$ cat config.mk
export PLATFORM = sky130hd
export DESIGN_NAME = digest_hsl_color_to_rgb
export DESIGN_NICKNAME = d
export VERILOG_FILES = /design/src/design/dhc_pkg.sv /design/src/design/dhc_front.sv /design/src/design/dhc_mix.sv /design/src/design/dhc_round.sv /design/src/design/digest_hsl_color_to_rgb.sv
export SDC_FILE = /design/constraint.sdc
export NUM_CORES = 2
export LEC_CHECK = 0
export ABC_AREA = 1
export BUFFER_PORTS_ARGS = -buffer_cell sky130_fd_sc_hd__buf_4
export CORE_MARGIN = 5
export CORE_UTILIZATION = 55
export DETAILED_ROUTE_END_ITERATION = 8
export HOLD_SLACK_MARGIN = 0.05
export PLACE_DENSITY = 0.79
export SETUP_SLACK_MARGIN = 0.2
export SLEW_MARGIN = 20
export SYNTH_ARGS = -nofsm -noshare
export SYNTH_HDL_FRONTEND = slang
export SYNTH_SLANG_ARGS = --single-unit
$ cat constraint.sdc
create_clock -name clk_i -period 22.5 [get_ports clk_i]
set_input_delay 1.125 -clock clk_i [delete_from_list [all_inputs] [get_ports clk_i]]
set_output_delay 1.125 -clock clk_i [all_outputs]
set_load 0.005 [all_outputs]
$ cat src/design/dhc_pkg.sv
// ----------------------------------------------------------------------------
// dhc_pkg: shared types and constants for the hash-digest HSL to RGB converter
// Holds the fixed-point constants, the hue sector code and the bundle that
// passes hue and tone terms from the front stages to the mixing stages.
// ----------------------------------------------------------------------------
package dhc_pkg;

  // Number of register stages from input transfer to output register.
  localparam int unsigned NumStages = 9;

  // Reciprocal of 360 scaled by 2^24, rounded up; exact for 16-bit seeds.
  localparam logic [15:0] RecipDeg    = 16'd46604;
  localparam logic [8:0]  DegFull     = 9'd360;
  // One 60-degree sector in hue units of 1/360 degree.
  localparam logic [17:0] SectorUnits = 18'd21600;
  localparam logic [17:0] PairUnits   = 18'd43200;

  // Channel values are held in units of 1/16200000 (half the base unit).
  localparam logic [23:0] ChromaScale = 24'd21600;
  localparam logic [23:0] HalfChroma  = 24'd10800;
  localparam logic [23:0] LightScale  = 24'd540000;
  localparam logic [33:0] RoundBias   = 34'd8100000;
  // Rounding divisor is 64 * 253125; the power of two is a shift.
  localparam logic [26:0] DivOdd      = 27'd253125;
  localparam logic [14:0] DivRecip    = 15'd16967;

  typedef enum logic [2:0] {
    SEC_RY = 3'd0,  // red to yellow: (c, x, 0)
    SEC_YG = 3'd1,  // yellow to green: (x, c, 0)
    SEC_GC = 3'd2,  // green to cyan: (0, c, x)
    SEC_CB = 3'd3,  // cyan to blue: (0, x, c)
    SEC_BM = 3'd4,  // blue to magenta: (x, 0, c)
    SEC_MR = 3'd5   // magenta to red and beyond: (c, 0, x)
  } sector_e;

  typedef logic [24:0] chan_w_t;

  typedef struct packed {
    sector_e     sector;
    logic [14:0] tri_w;   // triangle wave of hue, 0..21600
    logic [9:0]  chroma;  // chroma numerator, c = chroma / 750
    logic [3:0]  lit;     // lightness nibble
  } hue_tone_t;

endpackage

$ cat src/design/dhc_front.sv
// ----------------------------------------------------------------------------
// dhc_front: hue and tone front stages
// Reduces the 16-bit seed to a scaled hue, finds the saturated sector and
// the triangle term, and forms the chroma numerator from the tone byte.
// ----------------------------------------------------------------------------
module dhc_front import dhc_pkg::*; (
  input  logic                 clk_i,
  input  logic [NumStages-1:0] en_i,
  input  logic [7:0]           hue_high_byte_i,
  input  logic [7:0]           hue_low_byte_i,
  input  logic [7:0]           tone_byte_i,
  output hue_tone_t            terms_o
);

  logic [15:0] seed_in;
  logic [31:0] quo_prod;
  logic [4:0]  lit2, dev, span;
  logic [9:0]  chroma_d;

  logic [15:0] seed0_q, seed1_q;
  logic [7:0]  quo_q;
  logic [8:0]  rmd_q;
  logic [17:0] hue_q;
  logic [9:0]  cn0_q, cn1_q, cn2_q;
  logic [3:0]  lit0_q, lit1_q, lit2_q;
  hue_tone_t   terms_q;

  logic [16:0] quo_deg;
  logic [17:0] rem_pre;
  logic [15:0] rem_w;
  sector_e     sector_d;
  logic [14:0] tri_d;

  assign seed_in  = {hue_high_byte_i, hue_low_byte_i};
  assign quo_prod = 32'(seed_in) * 32'(RecipDeg);

  // Chroma numerator: (30 - |2l - 6|) * (10 + s).
  assign lit2     = {tone_byte_i[3:0], 1'b0};
  assign dev      = (lit2 > 5'd6) ? (lit2 - 5'd6) : (5'd6 - lit2);
  assign span     = 5'd30 - dev;
  assign chroma_d = 10'(span) * 10'(5'd10 + 5'(tone_byte_i[7:4]));

  assign quo_deg  = 17'(quo_q) * 17'(DegFull);

  always_comb begin
    if (hue_q >= 18'(4 * PairUnits)) begin
      rem_pre = hue_q - 18'(4 * PairUnits);
    end else if (hue_q >= 18'(3 * PairUnits)) begin
      rem_pre = hue_q - 18'(3 * PairUnits);
    end else if (hue_q >= 18'(2 * PairUnits)) begin
      rem_pre = hue_q - 18'(2 * PairUnits);
    end else if (hue_q >= PairUnits) begin
      rem_pre = hue_q - PairUnits;
    end else begin
      rem_pre = hue_q;
    end
    rem_w = rem_pre[15:0];
    if (18'(rem_w) >= SectorUnits) begin
      tri_d = 15'(PairUnits - 18'(rem_w));
    end else begin
      tri_d = rem_w[14:0];
    end
    // Hues beyond 360 degrees stay in the last sector.
    if (hue_q >= 18'(5 * SectorUnits)) begin
      sector_d = SEC_MR;
    end else if (hue_q >= 18'(4 * SectorUnits)) begin
      sector_d = SEC_BM;
    end else if (hue_q >= 18'(3 * SectorUnits)) begin
      sector_d = SEC_CB;
    end else if (hue_q >= 18'(2 * SectorUnits)) begin
      sector_d = SEC_GC;
    end else if (hue_q >= SectorUnits) begin
      sector_d = SEC_YG;
    end else begin
      sector_d = SEC_RY;
    end
  end

  always_ff @(posedge clk_i) begin
    if (en_i[0]) begin
      seed0_q <= seed_in;
      quo_q   <= quo_prod[31:24];
      cn0_q   <= chroma_d;
      lit0_q  <= tone_byte_i[3:0];
    end
    if (en_i[1]) begin
      seed1_q <= seed0_q;
      rmd_q   <= 9'(seed0_q - quo_deg[15:0]);
      cn1_q   <= cn0_q;
      lit1_q  <= lit0_q;
    end
    if (en_i[2]) begin
      hue_q  <= 18'(rmd_q) * 18'(DegFull) + 18'(seed1_q);
      cn2_q  <= cn1_q;
      lit2_q <= lit1_q;
    end
    if (en_i[3]) begin
      terms_q.sector <= sector_d;
      terms_q.tri_w  <= tri_d;
      terms_q.chroma <= cn2_q;
      terms_q.lit    <= lit2_q;
    end
  end

  assign terms_o = terms_q;

endmodule

$ cat src/design/dhc_mix.sv
// ----------------------------------------------------------------------------
// dhc_mix: chroma, secondary and offset terms, then sector routing
// Forms c, x and m in a common unit and adds m to the routed c or x.
// ----------------------------------------------------------------------------
module dhc_mix import dhc_pkg::*; (
  input  logic                 clk_i,
  input  logic [NumStages-1:0] en_i,
  input  hue_tone_t            terms_i,
  output chan_w_t              chan_o [3]
);

  logic [23:0] cw_q, xw_q, mw_q;
  sector_e     sector_q;
  logic [23:0] light_w, half_w;
  chan_w_t     r_d, g_d, b_d;
  chan_w_t     chan_q [3];

  assign light_w = 24'(5'd12 + 5'(terms_i.lit)) * LightScale;
  assign half_w  = 24'(terms_i.chroma) * HalfChroma;

  always_comb begin
    case (sector_q)
      SEC_RY: begin
        r_d = 25'(cw_q); g_d = 25'(xw_q); b_d = '0;
      end
      SEC_YG: begin
        r_d = 25'(xw_q); g_d = 25'(cw_q); b_d = '0;
      end
      SEC_GC: begin
        r_d = '0; g_d = 25'(cw_q); b_d = 25'(xw_q);
      end
      SEC_CB: begin
        r_d = '0; g_d = 25'(xw_q); b_d = 25'(cw_q);
      end
      SEC_BM: begin
        r_d = 25'(xw_q); g_d = '0; b_d = 25'(cw_q);
      end
      default: begin
        r_d = 25'(cw_q); g_d = '0; b_d = 25'(xw_q);
      end
    endcase
  end

  always_ff @(posedge clk_i) begin
    if (en_i[4]) begin
      cw_q     <= 24'(terms_i.chroma) * ChromaScale;
      xw_q     <= 24'(terms_i.chroma) * 24'(terms_i.tri_w);
      mw_q     <= light_w - half_w;
      sector_q <= terms_i.sector;
    end
    if (en_i[5]) begin
      chan_q[0] <= r_d + 25'(mw_q);
      chan_q[1] <= g_d + 25'(mw_q);
      chan_q[2] <= b_d + 25'(mw_q);
    end
  end

  assign chan_o = chan_q;

endmodule

$ cat src/design/dhc_round.sv
// ----------------------------------------------------------------------------
// dhc_round: one channel lane of scale-to-8-bit with half-up rounding
// Computes floor((255 * w + 8100000) / 16200000) by a shift, a reciprocal
// multiply and a single correction step, then clamps to 255.
// ----------------------------------------------------------------------------
module dhc_round import dhc_pkg::*; (
  input  logic                 clk_i,
  input  logic [NumStages-1:0] en_i,
  input  chan_w_t              chan_i,
  output logic [7:0]           level_o
);

  logic [33:0] num;
  logic [41:0] recip_prod;
  logic [26:0] back_mul;
  logic [18:0] rem;
  logic [8:0]  quo_fix;

  logic [25:0] nsh_q, nsh1_q;
  logic [8:0]  quo_q;
  logic [7:0]  level_q;

  assign num        = 34'(chan_i) * 34'd255 + RoundBias;
  assign recip_prod = 42'(nsh_q) * 42'(DivRecip);
  // The estimate is low by at most one, so one compare finishes it.
  assign back_mul   = 27'(quo_q) * DivOdd;
  assign rem        = 19'(27'(nsh1_q) - back_mul);
  assign quo_fix    = (27'(rem) >= DivOdd) ? (quo_q + 9'd1) : quo_q;

  always_ff @(posedge clk_i) begin
    if (en_i[6]) begin
      nsh_q <= 26'(num >> 6);
    end
    if (en_i[7]) begin
      quo_q  <= 9'(recip_prod >> 32);
      nsh1_q <= nsh_q;
    end
    if (en_i[8]) begin
      level_q <= (quo_fix > 9'd255) ? 8'd255 : quo_fix[7:0];
    end
  end

  assign level_o = level_q;

endmodule

$ cat src/design/digest_hsl_color_to_rgb.sv
// ----------------------------------------------------------------------------
// digest_hsl_color_to_rgb: three hash bytes to one 8-bit RGB colour
// Hue, saturation and lightness are taken from the bytes and converted to
// RGB in exact fixed point, with each channel rounded half up.
// ----------------------------------------------------------------------------
//
//   Channel | Handshake                  | Payload
//   --------+----------------------------+------------------------------------
//   input   | in_valid_i / in_ready_o    | hue_high_byte_i, hue_low_byte_i,
//           |                            | tone_byte_i
//   output  | out_valid_o / out_ready_i  | red_o, green_o, blue_o
//
// The datapath is a nine-stage pipeline and takes one item in every cycle
// while the output side is not stalled. The depth is set by the chain of
// constant divisions: the seed reduction modulo 360 and the final scaling
// of each channel. Each stage holds a valid bit; a stage loads whenever it
// is empty or the stage after it moves, so bubbles close up and a stalled
// output still lets the earlier stages fill. Reset clears only the valid
// bits.
//
module digest_hsl_color_to_rgb import dhc_pkg::*; (
  input  logic       clk_i,
  input  logic       rst_ni,
  input  logic       in_valid_i,
  output logic       in_ready_o,
  input  logic [7:0] hue_high_byte_i,
  input  logic [7:0] hue_low_byte_i,
  input  logic [7:0] tone_byte_i,
  output logic       out_valid_o,
  input  logic       out_ready_i,
  output logic [7:0] red_o,
  output logic [7:0] green_o,
  output logic [7:0] blue_o
);

  // Stage valid bits and per-stage load enables.
  logic [NumStages-1:0] valid_q, valid_d;
  logic [NumStages-1:0] en;

  hue_tone_t terms;
  chan_w_t   chan [3];
  logic [7:0] level [3];

  // A stage may load when it is empty or its content moves on. The last
  // stage is the output register, which moves on an output transfer.
  always_comb begin
    en[NumStages-1] = !valid_q[NumStages-1] || out_ready_i;
    for (int k = NumStages - 2; k >= 0; k--) begin
      en[k] = !valid_q[k] || en[k+1];
    end
  end

  always_comb begin
    valid_d = valid_q;
    if (en[0]) begin
      valid_d[0] = in_valid_i;
    end
    for (int k = 1; k < NumStages; k++) begin
      if (en[k]) begin
        valid_d[k] = valid_q[k-1];
      end
    end
  end

  always_ff @(posedge clk_i or negedge rst_ni) begin
    if (!rst_ni) begin
      valid_q <= '0;
    end else begin
      valid_q <= valid_d;
    end
  end

  // Stages 0 to 3: seed reduction, hue sector, triangle term and chroma.
  dhc_front u_front (
    .clk_i           (clk_i),
    .en_i            (en),
    .hue_high_byte_i (hue_high_byte_i),
    .hue_low_byte_i  (hue_low_byte_i),
    .tone_byte_i     (tone_byte_i),
    .terms_o         (terms)
  );

  // Stages 4 and 5: c, x and m terms, routed to the three channels.
  dhc_mix u_mix (
    .clk_i   (clk_i),
    .en_i    (en),
    .terms_i (terms),
    .chan_o  (chan)
  );

  // Stages 6 to 8: one rounding lane for each channel.
  for (genvar ch = 0; ch < 3; ch++) begin : g_lane
    dhc_round u_round (
      .clk_i   (clk_i),
      .en_i    (en),
      .chan_i  (chan[ch]),
      .level_o (level[ch])
    );
  end

  assign in_ready_o  = en[0];
  assign out_valid_o = valid_q[NumStages-1];
  assign red_o       = level[0];
  assign green_o     = level[1];
  assign blue_o      = level[2];

endmodule

==> Word level (Yosys, flattened, before mapping) <==
Cells that the tools add are included.
{ "totals": {"word_cells": 147, "ff_bits": 481, "out_inout_bits": 26} }
{ "classes": {"n_addsub": 25, "reduce_logical": 26, "mux": 16, "eq_ne": 4, "n_mul": 17, "magnitude_cmp": 15} }
{ "op_table": {"columns": ["op", "count"], "rows": [
  ["$pmux W24 S2", 3],
  ["$mul A26 B15 Y41 const B", 3],
  ["$add A32 B23 Y32 const B", 3],
  ["$mul A25 B8 Y32 const B", 3],
  ["$add A24 B24 Y25", 3],
  ["$mux W16", 4],
  ["$ge A19 B18 Y1 const B", 3],
  ["$mul A9 B18 Y19 const B", 3],
  ["$sub A19 B19 Y19", 3],
  ["$ge A18 B17 Y1 const B", 3],
  ["$sub A16 B16 Y16 const B", 3],
  ["$ge A18 B16 Y1 const B", 2],
  ["$mul A16 B14 Y30 const B", 1],
  ["$add A9 B1 Y9 const B", 3],
  ["$gt A9 B8 Y1 const B", 3],
  ["$mux W9", 3],
  ["$mul A10 B15 Y24", 1],
  ["$mul A24 B15 Y19 const B", 1],
  ["$sub A24 B24 Y24", 1],
  ["$mul A10 B10 Y20 const B", 1],
  ["$mul A10 B10 Y19 const B", 1],
  ["$add A18 B16 Y18", 1],
  ["$ge A18 B15 Y1 const B", 1],
  ["$ge A18 B18 Y1 const B", 1],
  ["other kinds (23)", 49]
]} }

==> Logic depth before layout (Yosys ltp) <==
{ "depth": {"depth_word": 10, "mapped_depth": 29} }

==> By module <==
Synthesis repeated with hierarchy kept, for this count alone.
{ "unflattened": {"cells_unflattened": 8527, "area_unflattened_um2": 74804.2} }
{ "by_module_without_submodules": {"columns": ["mod", "area_each_um2", "n_inst", "cells_each"], "rows": [
  ["dhc_mix", 17055.1, 1, 2077],
  ["dhc_round at g_lane[2].u_round", 15194.6, 1, 1729],
  ["dhc_round at g_lane[1].u_round", 15125.8, 1, 1734],
  ["dhc_round at g_lane[0].u_round", 14750.4, 1, 1642],
  ["dhc_front", 12291.8, 1, 1307],
  ["digest_hsl_color_to_rgb", 386.6, 1, 38]
]} }

==> Worst setup path after synthesis <==
OpenSTA, ideal clock, no wires.
{ "synth_path": {"kind": "input to output", "start": "input out_ready_i", "end": "output in_ready_o", "setup_slack_ps": 10749, "cell_stages": 16, "n_path_buf": 0, "arrival_ps": 10626, "required_time_ps": 21375, "cell_sequence": "nor2_1 inv_1 nor2_1 inv_1 nor2_1 inv_1 nor2_1 inv_1 nor2_1 inv_1 nor2_1 inv_1 nor2_1 inv_1 nor2_1 nand2_1"} }
{ "synth_between": {"elab_chain_cells": 9} }
{ "synth_lines": {"columns": ["element", "line", "rtl"], "rows": [
  ["start: declaration", "digest_hsl_color_to_rgb.sv:30", "input logic out_ready_i,"],
  ["$logic_or A1 B1 Y1", "digest_hsl_color_to_rgb.sv:47", "en[NumStages-1] = !valid_q[NumStages-1] || out_ready_i;"],
  ["named net en[8]", "digest_hsl_color_to_rgb.sv:38", "logic [NumStages-1:0] en;"],
  ["$logic_or A1 B1 Y1", "digest_hsl_color_to_rgb.sv:49", "en[k] = !valid_q[k] || en[k+1];"],
  ["named net en[7]", "digest_hsl_color_to_rgb.sv:38", null],
  ["$logic_or A1 B1 Y1", "digest_hsl_color_to_rgb.sv:49", null],
  ["named net en[6]", "digest_hsl_color_to_rgb.sv:38", null],
  ["$logic_or A1 B1 Y1", "digest_hsl_color_to_rgb.sv:49", null],
  ["named net en[5]", "digest_hsl_color_to_rgb.sv:38", null],
  ["$logic_or A1 B1 Y1", "digest_hsl_color_to_rgb.sv:49", null],
  ["named net en[4]", "digest_hsl_color_to_rgb.sv:38", null],
  ["$logic_or A1 B1 Y1", "digest_hsl_color_to_rgb.sv:49", null],
  ["named net en[3]", "digest_hsl_color_to_rgb.sv:38", null],
  ["$logic_or A1 B1 Y1", "digest_hsl_color_to_rgb.sv:49", null],
  ["named net en[2]", "digest_hsl_color_to_rgb.sv:38", null],
  ["$logic_or A1 B1 Y1 (2 in a row)", "digest_hsl_color_to_rgb.sv:49", null],
  ["end: declaration", "digest_hsl_color_to_rgb.sv:25", "output logic in_ready_o,"]
]} }
The timed path passes the listed nets, and every way through them passes these cells.

==> Final worst setup path <==
Ends and elaborated chain as after synthesis.

==> impl_metrics.yaml <==
route:
  drt-total-wl_um: 149700
  highest-signal-layer: "met4"
  wire_length_on_met3_um: 6510
  drc: 0
  via_count: 50580
  detailedRoute.firstIterationViolations: 3072
  drt_pre_antenna_iters: 6
  avgViaCountPerCell: 5.376
  avgRoutedWirePerCell_um: 15.91
  wl_met1_um: 63570
  detail-route-antenna-nets: 0
  wl_met2_um: 74970
timing:
  finalWorstPathRequiredPeriod_ns: 6.067
  max-slew-margin-rel_pct: 37.20
  timing_worst_slew_pin_value_ns: 0.9362
  max_freq_mhz: 164.8
  unrepaired_setup_endpoints_after_global_routing: "false"
  finClkSkew_ns: 0.06976
  final_sum_of_negative_setup_slack_ns: 0
  timing.final.hold_violations: 0
  layout_setup_ws_ns: 16.43
  setup-violations-final: 0
  final_critical_path_share_of_the_clock_period_pct: 26.96
  final-max-slew-violation-count: 0
worst_setup_path:
  critPathMaxFanout: 33
  crit_path_cell_trace: "buf_4, nor2_1, clkinv_1, nor2_1, clkinv_2, nor2_1, clkinv_2, nor2_1, inv_2, nor2_1, inv_2, nor2_1, inv_1, nor2_1, inv_1, buf_4, nor2_1, nand2_1, buf_4"
  timing.reg2reg.worst_path_depth: 24
  worstSetupEndpointType: "primary output"
  worstPathArrival_ns: 4.94
  reg2reg_to: "g_lane[1].u_round.level_o[2]$_SDFFCE_PN1P_"
  critPathTopFamily: "buffers and inverters"
  worst-setup-path-type: "in -> out"
  cpPeakStageDelay_ns: 0.74
  critical_path.reg2reg.startpoint: "g_lane[1].u_round.quo_q[0]$_DFFE_PP_"
  startpoint_type: "input port"
  timing.reg2reg.setup_slack_ns: 16.43
  critical_path.n_buffers_inverters: 10
  slowest_stage: "sky130_fd_sc_hd__clkinv_1"
  required_ns: 21.38
  critPathMostFrequentCell: "sky130_fd_sc_hd__nor2_1"
cts:
  cts.hold.buffers_added: 0
  tritoncts: "yes"
  cts_made_buffers: 54
  cts_sinks: 462
  cts_root_buffer: "sky130_fd_sc_hd__clkbuf_16"
  postCtsSetupRepairBufs: 0
  cts-root-to-sink-buffers: 3
  clkTransAtPathRegs_ns: 0.06
  cts_repair_resize_count: 0
  htree_num_levels: 2
  clkLatencyLatePin_ns: 0.71
finish:
  most_common_library_cell_in_the_layout_ignoring_fill_and_taps: "sky130_fd_sc_hd__inv_1"
  mostFrequentLayoutCells: "sky130_fd_sc_hd__inv_1 (1929), sky130_fd_sc_hd__ha_1 (1187), sky130_fd_sc_hd__nand2_1 (991)"
  area_delta_synth_final_pct: 6.003
  post_route_cells_drive_above_1_share_pct: 3.395
  ant_cells: 0
  layout.core_utilization_pct: 58.49
  filler_instances: 10540
  final_nets: 9793
global_routing:
  grt_overflow: 0
  pin_count_of_the_biggest_net_entering_global_routing: 76
  grt_antenna_before_repair: 1
  global_route_wire_length_before_repair_um: 255700
  first_global_vias: 53060
  aggregate_global_route_resource_usage_pct: 22.61
placement:
  buffer_ports.inserted: 53
  globalplace.congestion: 0.9664
  post-place-ws_ns: 16.46
  dp.final_hpwl_um: 127700
worst_hold_path:
  min_path_type: "in -> async"
die:
  core.rowCount: 131
  die_h_um: 367.2
  fp.dieW_um: 367.2
  dieArea_um2: 134900
  floorplan.core_area_um2: 127200
  io-pin-count: 54
  floorplan.initialDensity_pct: 55.18
synthesis:
  synth.avg_cell_area_um2: 9.192
  synth_seq_area_share_pct: 19.70
  mappedNetlistNets: 9723
  syn-instance-count: 7635
  post_synth_num_cell_types: 71
  postSynthRegisterBits: 462
  synthesis.yosys.warnings: 0
  synthFlopType: "sky130_fd_sc_hd__edfxtp_1"
  mappedNetlistArea_um2: 70180
  synth_enable_flop_cells: 453
  postSynth.asyncResetShare_pct: 1.948
run_status:
  outcome: "complete, no violations"
flow_run:
  max_cap_violations: 0
## how the worst max path moves through the flow
stage | slack [ns] | startpoint | cells past startpoint | endpoint
finish | 16.43 | out_ready_i | 19 | in_ready_o
global route | 15.93 | out_ready_i | 19 | in_ready_o
CTS | 16.45 | g_lane[1].u_round.quo_q[0]$_DFFE_PP_ | 24 | g_lane[1].u_round.level_o[2]$_SDFFCE_PN1P_
detailed placement | 16.46 | g_lane[1].u_round.quo_q[0]$_DFFE_PP_ | 24 | g_lane[1].u_round.level_o[2]$_SDFFCE_PN1P_
global placement | 16.63 | g_lane[1].u_round.quo_q[0]$_DFFE_PP_ | 24 | g_lane[1].u_round.level_o[0]$_SDFFCE_PN1P_
floorplan | 10.75 | out_ready_i | 16 | in_ready_o
## synthesized netlist by cell type, types with 33 or more instances
master	number	area [um2]
sky130_fd_sc_hd__a21oi_1	465	2327
sky130_fd_sc_hd__edfxtp_1	453	13600
sky130_fd_sc_hd__xnor2_1	133	1165
sky130_fd_sc_hd__inv_1	1934	7259
sky130_fd_sc_hd__nand4_1	84	525.5
sky130_fd_sc_hd__nor2_1	328	1231
sky130_fd_sc_hd__nand2_1	991	3720
sky130_fd_sc_hd__xor2_1	254	2225
sky130_fd_sc_hd__a31oi_1	33	206.5
sky130_fd_sc_hd__nand3_1	184	920.9
sky130_fd_sc_hd__ha_1	1187	14850
sky130_fd_sc_hd__fa_1	873	17480
sky130_fd_sc_hd__o21ai_0	222	1111
sky130_fd_sc_hd__clkbuf_1	37	138.9
sky130_fd_sc_hd__o21bai_1	36	270.3
sky130_fd_sc_hd__nor3_1	58	290.3
sky130_fd_sc_hd__o22ai_1	55	344.1
## state kept, by name (all words and copies together) (netlist names), 4 cells and up
register,flops
g_lane.u_round.nsh_q,78
u_front.quo_q,6
u_front.cn1_q,9
u_front.lit2_q,4
u_front.seed0_q,16
u_front.cn2_q,9
u_mix.chan_o,72
u_mix.cw_q,18
g_lane.u_round.level_o,24
valid_q,9
u_front.hue_q,18
u_front.lit1_q,4
g_lane.u_round.nsh1_q,57
u_front.seed1_q,13
u_front.terms_o,31
u_front.rmd_q,9
u_front.cn0_q,9
u_mix.xw_q,23
u_front.lit0_q,4
g_lane.u_round.quo_q,27
u_mix.mw_q,19
## cells by family after synthesis
logic type / count (synthesis) / synth area share [%]
XOR/XNOR: 388 / 4.853
flip-flops: 462 / 19.70
adder cells (fa/ha/maj): 2060 / 46.06
AND/OR/NAND/NOR: 1765 / 10.83
buffers and inverters: 2002 / 10.84
AO/OA/AOI/OAI: 958 / 7.710
## worst reg2reg max path, stage by stage, from the launching register on
cell                       delay, ns
sky130_fd_sc_hd__edfxtp_1       0.59
sky130_fd_sc_hd__inv_2          0.17
sky130_fd_sc_hd__fa_1           0.62
sky130_fd_sc_hd__inv_1          0.08
sky130_fd_sc_hd__fa_1           0.48
sky130_fd_sc_hd__inv_1          0.05
sky130_fd_sc_hd__fa_1           0.47
sky130_fd_sc_hd__inv_1          0.06
sky130_fd_sc_hd__fa_1           0.50
sky130_fd_sc_hd__fa_1           0.52
sky130_fd_sc_hd__inv_1          0.05
sky130_fd_sc_hd__ha_1           0.31
sky130_fd_sc_hd__inv_1          0.07
sky130_fd_sc_hd__nor3_1         0.30
sky130_fd_sc_hd__nand4_1        0.13
sky130_fd_sc_hd__nor2_1         0.10
sky130_fd_sc_hd__nor2_1         0.06
sky130_fd_sc_hd__nand3_1        0.09
sky130_fd_sc_hd__nand3_1        0.08
sky130_fd_sc_hd__nor2_1         0.24
sky130_fd_sc_hd__nand4_2        0.30
sky130_fd_sc_hd__nand3_2        0.26
sky130_fd_sc_hd__nand2_2        0.07
sky130_fd_sc_hd__nand2_2        0.13
sky130_fd_sc_hd__nand2_1        0.08
## layer usage
| layer | GRT usage (%) | vias up |
|---|---|---|
| li1 | - | 24460 |
| met1 | 29.31 | 24570 |
| met2 | 40.34 | 1233 |
| met3 | 2.201 | 321 |
| met4 | 6.639 | 0 |
| met5 | 0 | - |
## layout make-up
type                    count  area [um2]  area share [%]
flip-flops and latches    462       13830           18.59
clock buffers              56        1359           1.826
repair buffers             69       518.0          0.6963
clock inverters            41       550.5          0.7400
inverters                1947        7316           9.834
well taps                1662        2079           2.795
multi-input cells        5171       48750           65.52
## through the flow
step,hold WS (ns),area [um2],std cells
after CTS,0.2445,74400,9408
after global placement,0.4002,72490,9311
final,0.2981,74400,9408
after detailed placement,0.4045,72490,9311
after global routing,0.2751,74400,9408
after floorplan,0.4003,70180,7635
Power is left out: the tool's default activity adds up to more than one toggle a clock period on the data nets, which glitch-free logic cannot reach.
